--- src/rtl/core/minv_pkg.sv ---
// Package for the modular inverse unit: widths, status codes, FSM states and
// controller/datapath command and status structs. Depends on nothing.
`default_nettype none
package minv_pkg;
  localparam int WORD_BITS = 64;
  localparam int CNT_BITS  = $clog2(WORD_BITS + 1);

  typedef logic [WORD_BITS-1:0] word_t;
  typedef logic [CNT_BITS-1:0]  cnt_t;

  typedef enum logic [1:0] {
    ST_OK    = 2'd0,
    ST_NOINV = 2'd1,
    ST_RANGE = 2'd2
  } status_t;

  typedef enum logic [2:0] {
    S_IDLE,
    S_CHECK,
    S_DIV_INIT,
    S_DIV_STEP,
    S_MUL_STEP,
    S_UPDATE,
    S_FINISH,
    S_DONE
  } state_t;

  // controller to datapath
  typedef struct packed {
    logic load;       // capture value and modulus
    logic div_init;   // start division r0 / r1
    logic div_step;   // one restoring step
    logic mul_init;   // start q * c1
    logic mul_step;   // one shift-add step
    logic update;     // shift remainders and coefficients
    logic finish;     // form result
  } dp_cmd_t;

  // datapath to controller
  typedef struct packed {
    logic range_bad;  // value not below modulus
    logic val_zero;
    logic r1_zero;
    logic cnt_last;   // shared counter at its final step
  } dp_stat_t;
endpackage
`default_nettype wire

--- src/rtl/core/modular_inverse_unit.sv ---
// Top level of the modular inverse unit: modulus register, controller and
// datapath. Depends on minv_pkg, minv_ctrl and minv_datapath.
//   channel  handshake             payload
//   config   modulus_we            modulus_wdata[63:0]
//   input    start & !busy         value[63:0]
//   result   done (one cycle)      inverse[63:0], status[1:0]
// Each Euclid step is a bit-serial divide, then a shift-add multiply, up to about
// 93 steps for 64-bit words. Out-of-range and zero inputs are rejected in the check
// state and go from there straight to the result strobe.
// Synchronous reset returns to idle and sets the modulus to one.
// The result strobe cannot be stalled; busy holds off the next item.
`default_nettype none
module modular_inverse_unit (
  input  wire  logic                       clk,
  input  wire  logic                       rst,
  input  wire  logic                       modulus_we,
  input  wire  logic [minv_pkg::WORD_BITS-1:0] modulus_wdata,
  input  wire  logic                       start,
  input  wire  logic [minv_pkg::WORD_BITS-1:0] value,
  output logic                             busy,
  output logic                             done,
  output logic [minv_pkg::WORD_BITS-1:0]   inverse,
  output logic [1:0]                       status
);
  minv_pkg::word_t    modulus;
  minv_pkg::dp_cmd_t  cmd;
  minv_pkg::dp_stat_t stat;
  minv_pkg::word_t    dp_inverse;
  minv_pkg::status_t  dp_status;

  always_ff @(posedge clk) begin
    if (rst)             modulus <= minv_pkg::word_t'(1);
    else if (modulus_we) modulus <= modulus_wdata;
  end

  minv_datapath u_dp (
    .clk(clk), .modulus(modulus), .value(value), .cmd(cmd), .stat(stat),
    .inverse(dp_inverse), .status(dp_status)
  );

  minv_ctrl u_ctrl (
    .clk(clk), .rst(rst), .start(start), .stat(stat), .dp_inverse(dp_inverse),
    .dp_status(dp_status), .cmd(cmd), .busy(busy), .done(done),
    .inverse(inverse), .status(status)
  );
endmodule
`default_nettype wire

--- src/rtl/core/minv_datapath.sv ---
// Datapath for the modular inverse: remainder and coefficient registers,
// a bit-serial divider and a shift-add multiplier sharing one counter.
// Depends on minv_pkg.
`default_nettype none
module minv_datapath (
  input  wire                logic clk,
  input  wire                minv_pkg::word_t modulus,
  input  wire                minv_pkg::word_t value,
  input  wire                minv_pkg::dp_cmd_t cmd,
  output minv_pkg::dp_stat_t stat,
  output minv_pkg::word_t    inverse,
  output minv_pkg::status_t  status
);
  localparam int W = minv_pkg::WORD_BITS;

  minv_pkg::word_t m, r0, r1, c0, c1, q, rem, prod, mcand;
  logic            c0_neg, c1_neg;
  minv_pkg::cnt_t  cnt;
  logic [W:0]      trial;
  logic [W:0]      psum;

  // restoring divider: shift one dividend bit (held in q) into rem
  assign trial = {rem, q[W-1]} - {1'b0, r1};
  assign psum  = {1'b0, prod} + {1'b0, c1};

  // shared step counter for divide and multiply
  always_ff @(posedge clk) begin
    if (cmd.div_init || cmd.mul_init)      cnt <= minv_pkg::cnt_t'(W - 1);
    else if (cmd.div_step || cmd.mul_step) cnt <= cnt - 1'b1;
  end

  always_ff @(posedge clk) begin
    if (cmd.load) begin
      m      <= modulus;
      r0     <= modulus;
      r1     <= value;
      c0     <= '0;
      c1     <= minv_pkg::word_t'(1);
      c0_neg <= 1'b0;
      c1_neg <= 1'b0;
    end
    if (cmd.div_init) begin
      q   <= r0;
      rem <= '0;
    end
    if (cmd.div_step) begin
      if (!trial[W]) begin
        rem <= trial[W-1:0];
        q   <= {q[W-2:0], 1'b1};
      end else begin
        rem <= {rem[W-2:0], q[W-1]};
        q   <= {q[W-2:0], 1'b0};
      end
    end
    if (cmd.mul_init) begin
      // quotient including the bit decided on this last divide step
      mcand <= {q[W-2:0], !trial[W]};
      prod  <= c0;
    end
    if (cmd.mul_step) begin
      // c0 + q*c1: add c1 << k for each set bit of q (low first)
      if (mcand[0]) prod <= psum[W-1:0];
      c1    <= {c1[W-2:0], 1'b0};
      mcand <= {1'b0, mcand[W-1:1]};
    end
    if (cmd.mul_init) begin
      // keep the unshifted c1 for the coefficient swap
      c0 <= c1;
    end
    if (cmd.update) begin
      r0     <= r1;
      r1     <= rem;
      c1     <= prod;
      c0_neg <= c1_neg;
      c1_neg <= !c1_neg;
    end
  end

  // range_bad and val_zero are read in the cycle after load, on the captured item
  assign stat.range_bad = (r1 >= m);
  assign stat.val_zero  = (r1 == '0);
  assign stat.r1_zero   = (r1 == '0);
  assign stat.cnt_last  = (cnt == '0);

  always_comb begin
    inverse = '0;
    status  = minv_pkg::ST_NOINV;
    if (r0 == minv_pkg::word_t'(1)) begin
      status = minv_pkg::ST_OK;
      if (c0_neg && c0 != '0) inverse = m - c0;
      else if (c0 < m)        inverse = c0;
    end
  end
endmodule
`default_nettype wire

--- src/rtl/core/minv_ctrl.sv ---
// Controller FSM for the modular inverse: sequences division, multiply and
// update steps and drives the result strobe. Depends on minv_pkg.
`default_nettype none
module minv_ctrl (
  input  wire logic               clk,
  input  wire logic               rst,
  input  wire logic               start,
  input  wire minv_pkg::dp_stat_t stat,
  input  wire minv_pkg::word_t    dp_inverse,
  input  wire minv_pkg::status_t  dp_status,
  output minv_pkg::dp_cmd_t       cmd,
  output logic                    busy,
  output logic                    done,
  output minv_pkg::word_t         inverse,
  output logic [1:0]              status
);
  minv_pkg::state_t state, state_next;
  minv_pkg::word_t  res_inv;
  minv_pkg::status_t res_st;
  logic             res_set;
  minv_pkg::word_t  set_inv;
  minv_pkg::status_t set_st;

  always_ff @(posedge clk) begin
    if (rst) state <= minv_pkg::S_IDLE;
    else     state <= state_next;
  end

  always_ff @(posedge clk) begin
    if (res_set) begin
      res_inv <= set_inv;
      res_st  <= set_st;
    end
  end

  always_comb begin
    state_next = state;
    case (state)
      minv_pkg::S_IDLE:     if (start) state_next = minv_pkg::S_CHECK;
      minv_pkg::S_CHECK: begin
        if (stat.range_bad || stat.val_zero) state_next = minv_pkg::S_DONE;
        else                                 state_next = minv_pkg::S_DIV_INIT;
      end
      minv_pkg::S_DIV_INIT: state_next = stat.r1_zero ? minv_pkg::S_FINISH
                                                       : minv_pkg::S_DIV_STEP;
      minv_pkg::S_DIV_STEP: if (stat.cnt_last) state_next = minv_pkg::S_MUL_STEP;
      minv_pkg::S_MUL_STEP: if (stat.cnt_last) state_next = minv_pkg::S_UPDATE;
      minv_pkg::S_UPDATE:   state_next = minv_pkg::S_DIV_INIT;
      minv_pkg::S_FINISH:   state_next = minv_pkg::S_DONE;
      minv_pkg::S_DONE:     state_next = minv_pkg::S_IDLE;
      default:              state_next = minv_pkg::S_IDLE;
    endcase
  end

  always_comb begin
    cmd     = '0;
    res_set = 1'b0;
    set_inv = dp_inverse;
    set_st  = dp_status;
    case (state)
      minv_pkg::S_IDLE:     cmd.load = start;
      minv_pkg::S_CHECK: begin
        res_set = stat.range_bad || stat.val_zero;
        set_inv = '0;
        set_st  = stat.range_bad ? minv_pkg::ST_RANGE : minv_pkg::ST_NOINV;
      end
      minv_pkg::S_DIV_INIT: cmd.div_init = !stat.r1_zero;
      minv_pkg::S_DIV_STEP: begin
        cmd.div_step = 1'b1;
        cmd.mul_init = stat.cnt_last;
      end
      minv_pkg::S_MUL_STEP: cmd.mul_step = 1'b1;
      minv_pkg::S_UPDATE:   cmd.update = 1'b1;
      minv_pkg::S_FINISH: begin
        cmd.finish = 1'b1;
        res_set    = 1'b1;
      end
      default: ;
    endcase
  end

  assign busy    = (state != minv_pkg::S_IDLE);
  assign done    = (state == minv_pkg::S_DONE);
  assign inverse = done ? res_inv : '0;
  assign status  = done ? res_st : 2'd0;
endmodule
`default_nettype wire

--- config.mk ---
export PLATFORM = sky130hd
export DESIGN_NAME = modular_inverse_unit
export DESIGN_NICKNAME = d
export VERILOG_FILES = /design/src/rtl/core/minv_pkg.sv /design/src/rtl/core/modular_inverse_unit.sv /design/src/rtl/core/minv_datapath.sv /design/src/rtl/core/minv_ctrl.sv
export SDC_FILE = /design/constraint.sdc
export NUM_CORES = 2
export LEC_CHECK = 0
export BUFFER_PORTS_ARGS = -buffer_cell sky130_fd_sc_hd__buf_4
export CAP_MARGIN = 20
export CORE_ASPECT_RATIO = 1.1
export CORE_MARGIN = 8
export CORE_UTILIZATION = 40
export DETAILED_ROUTE_END_ITERATION = 10
export GPL_ROUTABILITY_DRIVEN = 0
export PLACE_DENSITY = 0.52
export SYNTH_ARGS = -nofsm -noshare
export SYNTH_HDL_FRONTEND = slang
export SYNTH_SLANG_ARGS = --single-unit
--- constraint.sdc ---
create_clock -name clk -period 10.67 [get_ports clk]
set_input_delay 1.067 -clock clk [delete_from_list [all_inputs] [get_ports clk]]
set_output_delay 1.067 -clock clk [all_outputs]
set_load 0.05 [all_outputs]
==> impl_metrics.py <==
metrics = {
    "worst_setup_path": {
        "crit_path_cell_trace": "ha_1, fa_1, nor2b_1, o31a_1, nor3_1, o21ai_0, a211oi_1, buf_4, o21bai_1, a21oi_1, o21ai_1, a21o_1, buf_4, nor2b_2, buf_4, a22o_1",
        "timing.setup.critical_path_class": "flop to flop",
        "crit_path_max_fanout": 40,
        "critical-path-top-delay-family": "compound AO/OA/AOI/OAI gates",
        "worst_path_max_delay_cell": "sky130_fd_sc_hd__o21ai_0",
        "worstPathArrival_ns": 5.59,
        "element_type_at_the_critical_path_start": "flop",
        "critical_path.max_stage_delay_ns": 0.52,
        "worst-path-buf-inv": 3,
        "end_kind": "flop",
        "required_ns": 11.17,
        "cp_common_cell": "sky130_fd_sc_hd__buf_4",
    },
    "logic_synthesis": {
        "synth_sequential_area_ratio_pct": 47.8,
        "synth-seq-cells": 718,
        "synth.area.top_cells": "sky130_fd_sc_hd__edfxtp_1, sky130_fd_sc_hd__nand2_1, sky130_fd_sc_hd__ha_1",
        "synth-edff-count": 579,
        "synth_xor_xnor_area_share_pct": 3.57,
        "synth_flop_cell": "sky130_fd_sc_hd__edfxtp_1",
        "synth_top_area_share_pct": 41.2,
        "synthMostInstantiatedCell": "sky130_fd_sc_hd__nand2_1",
        "postSynthCellCount": 4512,
        "post_synth_mux_area_share_pct": 1.59,
        "synthesis.area_mm2": 0.0422,
        "synth_async_sr_flop_share_pct": 0,
        "ys_top_cells_by_count": "sky130_fd_sc_hd__nand2_1, sky130_fd_sc_hd__edfxtp_1, sky130_fd_sc_hd__a21oi_1, sky130_fd_sc_hd__ha_1, sky130_fd_sc_hd__nor2_1",
        "syn_nets": 4908,
        "synthAdderAreaFrac_pct": 7.89,
        "synth.avg_cell_area_um2": 9.35,
        "synth.lib_cells_used.distinct": 78,
        "synth_compound_area_share_pct": 16.2,
        "synth_simple_gate_area_share_pct": 18.7,
        "yosys_warnings": 0,
        "main_combinational_cell_family_by_area_after_synthesis": "simple AND/OR/NAND/NOR gates",
        "synthDominantAreaCellType": "sky130_fd_sc_hd__edfxtp_1",
    },
    "floorplan": {
        "die_x_um": 326,
        "placeableCoreArea_mm2": 0.105,
        "pin_count": 200,
        "die-area_mm2": 0.116,
        "start_util_pct": 40.1,
        "floorplan.rows": 125,
        "die_y_um": 357,
    },
    "layout": {
        "final_net_count": 4996,
        "filler_cell_count": 10248,
        "drive_above_1_share_pct": 8.91,
        "synthToLayoutAreaGrowth_pct": 13.3,
        "final_cell_count_no_fill": 6068,
    },
    "sta": {
        "max_freq_mhz": 196,
        "timing.setup.tns_ns": 0,
        "tightestPinTransition_ns": 1.11,
        "finalWorstSetupSlack_ns": 5.58,
        "report.final.hold_viol_count": 0,
        "fin_crit_ns": 5.09,
        "post-route-period-util_pct": 47.7,
        "final_max_slew_viol_count": 0,
        "grt_setup_unrepaired": "false",
        "final-setup-viol-count": 0,
        "max_slew_margin_pct": 26.0,
        "timing.clock.skew_ns": 0.0250,
    },
    "placed_design": {
        "numPortBuffers": 199,
        "dp_hpwl_um": 101000,
        "dp_slack_ns": 5.55,
        "placed_cells_incl_taps": 5911,
    },
    "global_route": {
        "globalRouteOverflowTotal": 0,
        "largest_net_degree_at_the_start_of_global_routing": 86,
        "number_of_antenna_violations_at_the_first_check_in_global_routing": 3,
        "track_usage_pct": 23.1,
        "grt_pass1_vias": 33410,
        "grt_pass1_wl_um": 209000,
    },
    "cts": {
        "ctsHtreeMaxLevel": 3,
        "clock_tree.buffer_depth": 3,
        "worst_setup_hold_path_clk_slew_ns": 0.06,
        "cts_root_buf": "sky130_fd_sc_hd__clkbuf_16",
        "clock_latency_at_the_later_pin_of_the_worst_skew_pair_ns": 0.66,
        "cts_resized": 0,
        "cts-hold-fix-buffers": 0,
        "cts_inserted_buffers": 83,
        "cts.repair_timing.setup_buffer_count": 0,
        "clock_tree_from_tritoncts": "built",
        "cts_sinks": 718,
    },
    "hold_path": {
        "hold_path.class": "flop to flop",
    },
    "drt": {
        "via_cell_ratio": 5.61,
        "wl_um": 138000,
        "wire_per_inst_um": 22.8,
        "detailed_route_iter0_violations": 2852,
        "via_count": 34044,
        "detail-route-antenna-nets": 0,
        "drtPass1Iterations": 7,
        "drc_errors": 0,
    },
    "power": {
        "peakVddDrop_uv": 150,
        "areal_power_density_over_the_cells_mw_per_mm2": 291,
        "power_leakage_uw": 0.0204,
    },
    "outcome": {
        "outcome": "completed",
    },
    "job": {
        "drv.max_cap_violation_count": 0,
    },
}
-- final timing paths --
kind                                   from            endpoint  slack (ns)  cells past startpoint
worst max-delay path             u_dp.c0[0]  u_ctrl.res_inv[60]        5.58                     16
worst min-delay path            modulus[55]          u_dp.m[55]        0.46                      0
worst min register to register  modulus[55]          u_dp.m[55]        0.46                      0
worst max register to register   u_dp.c0[0]  u_ctrl.res_inv[60]        5.58                     16
-- worst reg2reg max path, delay by kind of cell, from the launching register on --
family          cells  cell delay (ns)
buf+inv             3             0.94
simple gates        3             0.49
compound gates      8             2.38
flops               1             0.45
fa+ha+maj           2             0.68
-- layout make-up --
class / instances / area, um^2 / share of cell area, %
multi-input cells: 3326 / 20300 / 42.6
clock buffers: 111 / 2380 / 4.98
clock inverters: 44 / 477 / 0.998
well taps: 1397 / 1750 / 3.66
repair buffers: 235 / 1780 / 3.73
flip-flops and latches: 718 / 20200 / 42.2
diodes: 1 / 2.50 / 0.00524
inverters: 236 / 886 / 1.85
-- where the power goes --
part / leakage [uW] / total, uW / internal [uW] / switching, uW
sequential: 0.00667 / 4860 / 4120 / 742
clock: 0.00139 / 3000 / 1770 / 1230
combinational: 0.0124 / 6070 / 2210 / 3860
-- logic make-up after synthesis --
logic type      count (synthesis)
compound gates               1057
xor+xnor                      171
fa+ha+maj                     264
buf+inv                       468
flops                         718
mux                            67
simple gates                 1767
-- per-layer routing --
| metal | wire length, um | vias up | GRT usage, % |
|---|---|---|---|
| met5 | 0 | - | 0 |
| met4 | 3800 | 0 | 6.78 |
| met3 | 6810 | 181 | 2.47 |
| met2 | 65700 | 957 | 38.8 |
| met1 | 62100 | 16612 | 31.3 |
| li1 | - | 16294 | - |
-- cell usage in the layout, fill, tap and decap left out, drive strengths merged, types with 16 or more instances in the layout --
master / n
a211oi: 22
a21o: 158
a21oi: 286
a22o: 99
a22oi: 22
a31oi: 70
and2: 78
and3: 89
buf: 235
clkbuf: 111
clkinv: 30
dfxtp: 139
edfxtp: 579
ha: 261
inv: 237
mux2i: 67
nand2: 1001
nand2b: 33
nand3: 47
nand4: 75
nor2: 254
nor2b: 42
nor3: 35
nor4: 61
o211ai: 17
o21a: 30
o21ai: 223
o21bai: 26
o31ai: 16
xnor2: 100
xor2: 71
-- per-stage QoR --
| step | util [%] | instance area [um^2] | hold WS (ns) | total power (uW) |
|---|---|---|---|---|
| 4_1_cts | 45.4 | 47800 | 0.458 | 14000 |
| 2_1_floorplan | - | 42200 | 0.422 | 9050 |
| 6_report | 45.5 | 47800 | 0.458 | 13900 |
| 5_1_grt | 45.5 | 47800 | 0.479 | 14800 |
| 3_5_place_dp | 42.7 | 44900 | 0.445 | 10900 |
| 3_3_place_gp | 42.7 | 44900 | 0.441 | 10900 |
Note: power is estimated with default switching activity, not from simulation.
